<file path="src/design/ipidaw_pkg.sv">
// ----------------------------------------------------------------------------
// ipidaw_pkg: shared definitions for the incremental PID unit
// Widths, fixed limits and configuration register indexes.
// ----------------------------------------------------------------------------
package ipidaw_pkg;

  localparam int CHANNELS       = 4;
  localparam int CH_W           = $clog2(CHANNELS);
  localparam int GAIN_FRAC_BITS = 12;

  localparam int GAIN_W  = 16;
  localparam int LIM_W   = 10;
  localparam int IN_W    = 16;
  localparam int ERR_W   = 17;
  localparam int DIFF1_W = 18;
  localparam int DIFF2_W = 20;
  localparam int DRV_W   = 16;
  localparam int ACC_W   = 38;
  localparam int CFG_W   = 16;

  localparam logic signed [ACC_W-1:0] FAULT_LOW  = -ACC_W'(10000);
  localparam logic signed [ACC_W-1:0] FAULT_HIGH = ACC_W'(5000);

  typedef enum logic [2:0] {
    REG_PROP_GAIN   = 3'd0,
    REG_INTEG_GAIN  = 3'd1,
    REG_DERIV_GAIN  = 3'd2,
    REG_WINDUP_HIGH = 3'd3,
    REG_WINDUP_LOW  = 3'd4,
    REG_OUT_HIGH    = 3'd5,
    REG_OUT_LOW     = 3'd6
  } cfg_reg_t;

endpackage

</file>
<file path="src/design/incremental_pid_antiwindup_fault_unit.sv">
// ----------------------------------------------------------------------------
// incremental_pid_antiwindup_fault_unit: multi-channel velocity-form PID
// Per-channel incremental PID with integral anti-windup, output clamping and
// a runaway fault that clears the channel state.
// ----------------------------------------------------------------------------
// Usage:
// Each input item (channel, measured, setpoint) is taken on the in_valid /
// in_stall channel and produces exactly one result item (drive, fault_reset)
// on the out_valid / out_stall channel, in input order.
// The block has two register stages: an input register, then one pass of
// logic (error, three gain multiplies, sum, shift, fault test and clamp)
// that loads the result register and updates the channel state at the same
// edge. out_valid rises at the edge that moves the item out of the input
// register, and one item can be accepted every cycle while the receiver
// does not stall.
// Because the state is written when an item moves into the result register,
// the next item on the same channel already sees it, even back to back.
// When the receiver stalls, the result register holds its item; the input
// register still takes one more item, and in_stall rises only when both are
// full. Synchronous reset clears all valid flags, all channel state to zero
// and the gains and limits to their defaults. Configuration writes are meant
// to be made while no item is in flight.
module incremental_pid_antiwindup_fault_unit
  import ipidaw_pkg::*;
(
  input  logic                      clk,
  input  logic                      rst,
  // configuration port
  input  logic                      cfg_write,
  input  logic [2:0]                cfg_index,
  input  logic [CFG_W-1:0]          cfg_data,
  // input channel
  input  logic                      in_valid,
  output logic                      in_stall,
  input  logic [1:0]                channel,
  input  logic signed [IN_W-1:0]    measured,
  input  logic signed [IN_W-1:0]    setpoint,
  // result channel
  output logic                      out_valid,
  input  logic                      out_stall,
  output logic [LIM_W-1:0]          drive,
  output logic                      fault_reset
);

  // Configuration registers.
  logic signed [GAIN_W-1:0] prop_gain;
  logic signed [GAIN_W-1:0] integ_gain;
  logic signed [GAIN_W-1:0] deriv_gain;
  logic [LIM_W-1:0]         windup_high;
  logic [LIM_W-1:0]         windup_low;
  logic [LIM_W-1:0]         out_high;
  logic [LIM_W-1:0]         out_low;

  always_ff @(posedge clk) begin
    if (rst) begin
      prop_gain   <= GAIN_W'(614);
      integ_gain  <= GAIN_W'(12);
      deriv_gain  <= '0;
      windup_high <= LIM_W'(980);
      windup_low  <= LIM_W'(100);
      out_high    <= LIM_W'(980);
      out_low     <= LIM_W'(100);
    end else if (cfg_write) begin
      case (cfg_reg_t'(cfg_index))
        REG_PROP_GAIN:   prop_gain   <= cfg_data;
        REG_INTEG_GAIN:  integ_gain  <= cfg_data;
        REG_DERIV_GAIN:  deriv_gain  <= cfg_data;
        REG_WINDUP_HIGH: windup_high <= cfg_data[LIM_W-1:0];
        REG_WINDUP_LOW:  windup_low  <= cfg_data[LIM_W-1:0];
        REG_OUT_HIGH:    out_high    <= cfg_data[LIM_W-1:0];
        REG_OUT_LOW:     out_low     <= cfg_data[LIM_W-1:0];
        default: ;
      endcase
    end
  end

  // Handshake. The input register advances into the result register whenever
  // the result register is empty or is being emptied this cycle.
  logic s0_valid;
  logic s1_free;
  logic advance;

  assign s1_free  = !out_valid || !out_stall;
  assign in_stall = s0_valid && !s1_free;
  assign advance  = s0_valid && s1_free;

  // Input register.
  logic [CH_W-1:0]          s0_ch;
  logic signed [IN_W-1:0]   s0_measured;
  logic signed [IN_W-1:0]   s0_setpoint;

  always_ff @(posedge clk) begin
    if (rst) begin
      s0_valid <= 1'b0;
    end else if (!in_stall) begin
      s0_valid <= in_valid;
    end
  end

  always_ff @(posedge clk) begin
    if (!in_stall && in_valid) begin
      s0_ch       <= channel[CH_W-1:0];
      s0_measured <= measured;
      s0_setpoint <= setpoint;
    end
  end

  // Channel state.
  logic signed [ERR_W-1:0] err_last        [CHANNELS];
  logic signed [ERR_W-1:0] err_before_last [CHANNELS];
  logic signed [DRV_W-1:0] drive_last      [CHANNELS];

  // Single pass of the control law.
  logic signed [ERR_W-1:0]            err;
  logic signed [ERR_W-1:0]            e1;
  logic signed [ERR_W-1:0]            e2;
  logic signed [DRV_W-1:0]            prev;
  logic signed [DIFF1_W-1:0]          diff1;
  logic signed [DIFF2_W-1:0]          diff2;
  logic signed [GAIN_W+DIFF1_W-1:0]   p_prod;
  logic signed [GAIN_W+ERR_W-1:0]     i_prod;
  logic signed [GAIN_W+DIFF2_W-1:0]   d_prod;
  logic signed [DRV_W-1:0]            wh_s;
  logic signed [DRV_W-1:0]            wl_s;
  logic                               integ_block;
  logic signed [ACC_W-1:0]            acc;
  logic signed [ACC_W-1:0]            u;
  logic signed [ACC_W-1:0]            oh_s;
  logic signed [ACC_W-1:0]            ol_s;
  logic                               fault;
  logic [LIM_W-1:0]                   drive_next;

  assign e1   = err_last[s0_ch];
  assign e2   = err_before_last[s0_ch];
  assign prev = drive_last[s0_ch];

  assign err   = ERR_W'(s0_setpoint) - ERR_W'(s0_measured);
  assign diff1 = DIFF1_W'(err) - DIFF1_W'(e1);
  assign diff2 = DIFF2_W'(err) - (DIFF2_W'(e1) <<< 1) + DIFF2_W'(e2);

  assign p_prod = prop_gain * diff1;
  assign i_prod = integ_gain * err;
  assign d_prod = deriv_gain * diff2;

  // Integral is held off while the previous drive sits in a windup zone and
  // the error would push it further in.
  assign wh_s = {{(DRV_W-LIM_W){1'b0}}, windup_high};
  assign wl_s = {{(DRV_W-LIM_W){1'b0}}, windup_low};
  assign integ_block = ((prev >= wh_s) && !err[ERR_W-1]) ||
                       ((prev <= wl_s) && (err[ERR_W-1] || (err == '0)));

  assign acc = ACC_W'(p_prod) + ACC_W'(d_prod) +
               (integ_block ? '0 : ACC_W'(i_prod));

  // Arithmetic shift rounds toward minus infinity.
  assign u = ACC_W'(prev) + (acc >>> GAIN_FRAC_BITS);

  assign fault = (u < FAULT_LOW) || (u > FAULT_HIGH);

  // Fault first; then the upper bound wins where an inverted pair overlaps.
  assign oh_s = {{(ACC_W-LIM_W){1'b0}}, out_high};
  assign ol_s = {{(ACC_W-LIM_W){1'b0}}, out_low};
  always_comb begin
    if (fault) begin
      drive_next = {1'b0, out_high[LIM_W-1:1]};
    end else if (u >= oh_s) begin
      drive_next = out_high;
    end else if (u <= ol_s) begin
      drive_next = out_low;
    end else begin
      drive_next = u[LIM_W-1:0];
    end
  end

  // State update happens at the same edge that loads the result register.
  always_ff @(posedge clk) begin
    if (rst) begin
      for (int i = 0; i < CHANNELS; i++) begin
        err_last[i]        <= '0;
        err_before_last[i] <= '0;
        drive_last[i]      <= '0;
      end
    end else if (advance) begin
      if (fault) begin
        err_last[s0_ch]        <= '0;
        err_before_last[s0_ch] <= '0;
        drive_last[s0_ch]      <= '0;
      end else begin
        err_before_last[s0_ch] <= e1;
        err_last[s0_ch]        <= err;
        drive_last[s0_ch]      <= u[DRV_W-1:0];
      end
    end
  end

  // Result register.
  always_ff @(posedge clk) begin
    if (rst) begin
      out_valid <= 1'b0;
    end else if (s1_free) begin
      out_valid <= s0_valid;
    end
  end

  always_ff @(posedge clk) begin
    if (advance) begin
      drive       <= drive_next;
      fault_reset <= fault;
    end
  end

`ifndef SYNTHESIS
  a_stall_needs_item: assert property (@(posedge clk) disable iff (rst)
    in_stall |-> s0_valid)
    else $error("input stalled with an empty input register");

  a_no_stall_when_out_empty: assert property (@(posedge clk) disable iff (rst)
    !out_valid |-> !in_stall)
    else $error("input stalled while the result register was empty");

  a_advance_gives_result: assert property (@(posedge clk) disable iff (rst)
    advance |=> (out_valid && (fault_reset == $past(fault))))
    else $error("item moved without a matching result");

  a_fault_clears_state: assert property (@(posedge clk) disable iff (rst)
    (advance && fault) |=> ((drive_last[$past(s0_ch)] == '0) &&
                            (err_last[$past(s0_ch)] == '0) &&
                            (err_before_last[$past(s0_ch)] == '0)))
    else $error("fault did not clear the channel state");
`endif

endmodule
</file>
<file path="config.mk">
export PLATFORM = sky130hd
export DESIGN_NAME = incremental_pid_antiwindup_fault_unit
export DESIGN_NICKNAME = d
export VERILOG_FILES = /design/src/design/ipidaw_pkg.sv /design/src/design/incremental_pid_antiwindup_fault_unit.sv
export SDC_FILE = /design/constraint.sdc
export NUM_CORES = 2
export LEC_CHECK = 0
export ABC_CLOCK_PERIOD_IN_PS = 15610
export BUFFER_PORTS_ARGS = -buffer_cell sky130_fd_sc_hd__buf_4
export CORE_ASPECT_RATIO = 1.25
export CORE_MARGIN = 2
export CORE_UTILIZATION = 45
export DETAILED_ROUTE_END_ITERATION = 8
export GPL_ROUTABILITY_DRIVEN = 0
export GPL_TIMING_DRIVEN = 0
export PLACE_DENSITY = 0.68
export SYNTH_ARGS = -nofsm -noshare
export SYNTH_HDL_FRONTEND = slang
export SYNTH_SLANG_ARGS = --single-unit
export TNS_END_PERCENT = 30
</file>
<file path="constraint.sdc">
create_clock -name clk -period 15.61 [get_ports clk]
set_input_delay 1.561 -clock clk [delete_from_list [all_inputs] [get_ports clk]]
set_output_delay 1.561 -clock clk [all_outputs]
set_load 0.02 [all_outputs]
</file>
==> flow_metrics.tcl <==
set metrics [dict create \
    synth_ff_type "edfxtp_1" \
    synth-edff-count 245 \
    grt_max_degree 51 \
    max_stage_delay_ps 590 \
    dpl.cell_count 7356 \
    maxCapViolCount 0 \
    nets 7426 \
    ant_nets 0 \
    clock-root-buffer "clkbuf_16" \
    finalInstanceArea_um2 62400 \
    hold_viol 0 \
    overflow 0 \
    synthTopCellsByArea "fa_1 (36%), edfxtp_1 (14%), ha_1 (9.3%)" \
    cp-end-kind "flop" \
    clock_sinks 337 \
    clkSlewWorstSetupHoldPaths_ps 70 \
    synthArstFlopShare 0 \
    setup_viol 195 \
    critPathLaunchType "flop" \
    dp_hpwl_um 129000 \
    numPortBuffers 68 \
    final.fill_count 10302 \
    firstDrtPassIters 5 \
    die_h_um 390 \
    slowest_stage "fa_2" \
    wl_met1_um 59000 \
    synth_seq_area_share 0.171 \
    clk_latency_ps 600 \
    ys_types 81 \
    synth.ff_latch_count 337 \
    synth_top_area_frac 0.364 \
    area_growth_pct 16.3 \
    syn_nets 7143 \
    vias 40959 \
    clockBufferDepth 3 \
    highest_layer "met4" \
    grt_antenna_before_repair 2 \
    holdCritStartpoint "windup_high[1]$_SDFFE_PP0P_" \
    die_w_um 313 \
    clock.fmax_mhz 63.2 \
    layout.cells.non_filler 7597 \
    grt_pass1_vias 43032 \
    cp-startpoint "s0_measured[0]$_DFFE_PP_" \
    worstMarginPinSlew_ps 1220 \
    layout-drive-gt1-share 0.143 \
    period_share 1.01 \
    syn_avg_cell_area_um2 9.40 \
    setup_tns_ps -18670 \
    viasPerCell 5.39 \
    cts_tree "yes" \
    violations "negative setup slack" \
    worst_path_most_repeated_cell "fa_1" \
    synth_largest_area_cell "fa_1" \
    numCtsBuffers 36 \
    cp_max_fo 10 \
    io_pins 71 \
    dieArea_um2 122000 \
    drcViolationCount 0 \
    r2r-start "s0_measured[0]$_DFFE_PP_" \
    htree_levels 2 \
    cp.arrival_ps 16220 \
    slew_violations 0 \
    wl_met2_um 77000 \
    core_um2 118000 \
    post_dp_cell_area_um2 56300 \
    skew_ps 57.7 \
    syn_inst 5711 \
    yosysWarnings 0 \
    wl_per_cell_um 20.8 \
    grt_usage 0.262 \
    setup.worst_path.class "flop to flop" \
    drt_wl_total_um 158000 \
    start_util 0.454 \
    status "complete, but fails checks" \
    cp.required_ps 16020 \
    netlist_area_um2 53700 \
    relSlewSlack 0.183 \
    grt_pass1_wl_um 245000 \
    drt-initial-drc-count 3085 \
    wl_met3_um 11400 \
    hp-class "flop to flop" \
    rsz0062_at_grt "true" \
    min_period_ps 15820 \
    setup_ws_ps -205 \
    rows 141 \
]
[worst paths after layout]
kind | endpoint | slack (ps) | cells after the start
max | drive_last[2][11]$_SDFFCE_PN0P_ | -210 | 63
min | windup_high[1]$_SDFFE_PP0P_ | 460 | 2
max reg2reg | drive_last[2][11]$_SDFFCE_PN0P_ | -210 | 63
min reg2reg | windup_high[1]$_SDFFE_PP0P_ | 460 | 2
[layout by cell type, fill, tap and decap left out, drive strengths merged, types with 48 or more instances in the layout]
master / count
o21ai: 81
nor2b: 102
nor2: 368
a21oi: 189
xor2: 48
buf: 305
a21o: 87
dfxtp: 92
and2: 295
clkbuf: 205
ha: 399
edfxtp: 245
fa: 975
inv: 1211
xnor2: 90
nand2b: 49
nand2: 773
[area by class of cell]
class                           count  area (um2)  share of cell area
Antenna cell                        2        5.00           0.0000802
Buffer                            197        1180              0.0188
Clock buffer                       46         996              0.0160
Clock inverter                     20         188             0.00301
Inverter                         1223        4640              0.0744
Multi-Input combinational cell   3932       41900               0.672
Sequential cell                   337        9200               0.147
Tap cell                         1573        1970              0.0315
Timing Repair Buffer              267        2320              0.0371
[flip-flops by register name, indices dropped and copies added, names as in the netlist, 2 cells and up, named ones only]
signal	count
err_before_last	68
err_last	68
drive_last	64
deriv_gain	16
integ_gain	16
prop_gain	16
s0_measured	16
s0_setpoint	16
drive	10
out_high	10
out_low	10
windup_high	10
windup_low	10
s0_ch	2
[synth_stat cells (17+ instances only)]
library cell  instances
nand3_1              42
nor2b_1             102
o211ai_1             17
nand4_1              22
dfxtp_1              92
clkbuf_1            185
ha_1                399
nor3_1               45
nand2b_1             49
nand2_1             773
o21a_1               27
xor2_1               48
fa_1                975
and3_1               25
o21ai_0              74
mux2i_1              21
a21oi_1             189
mux4_2               47
nand3b_1             25
edfxtp_1            245
nor2_1              368
inv_1              1223
xnor2_1              89
buf_1                20
a21o_1               87
and2_1              295
[critical path: cells and delay by family, from the launching register on]
kind | cells | cell delay, ps
xor+xnor | 4 | 1170
simple gates | 10 | 1430
flops | 1 | 410
buf+inv | 13 | 1750
compound gates | 21 | 4240
fa+ha+maj | 15 | 6600
[repair_timing]
item                       CTS  global route
buffers inserted           145            45
gates resized for setup    528           251
gates cloned                 4             2
setup endpoints to repair  211           211
hold buffers                 0             0
pin swaps                  146           112
[routing by layer]
layer,vias to the layer above,GRT usage
met1,20785,0.323
met3,383,0.0328
met4,0,0.150
li1,18172,-
met5,-,0
met2,1619,0.443
[logic make-up after synthesis]
| kind of cell | Yosys count | synth area share |
|---|---|---|
| XOR/XNOR | 138 | 0.0227 |
| flip-flops | 337 | 0.171 |
| buffers and inverters | 1442 | 0.102 |
| adder cells (fa/ha/maj) | 1374 | 0.457 |
| AO/OA/AOI/OAI | 539 | 0.0654 |
| multiplexers | 75 | 0.0251 |
| AND/OR/NAND/NOR | 1806 | 0.157 |
[through the flow]
stage | hold WS [ps] | utilization | worst slack, ps
after floorplan | 436 | - | 28.3
final | 456 | 0.528 | -205
after global placement | 443 | 0.475 | -4010
after global routing | 480 | 0.528 | -662
after CTS | 459 | 0.517 | -44.3
after detailed placement | 450 | 0.476 | -4120
Power is not shown: default switching activity piles up to over one toggle a cycle in this logic, so the estimate is an artifact.
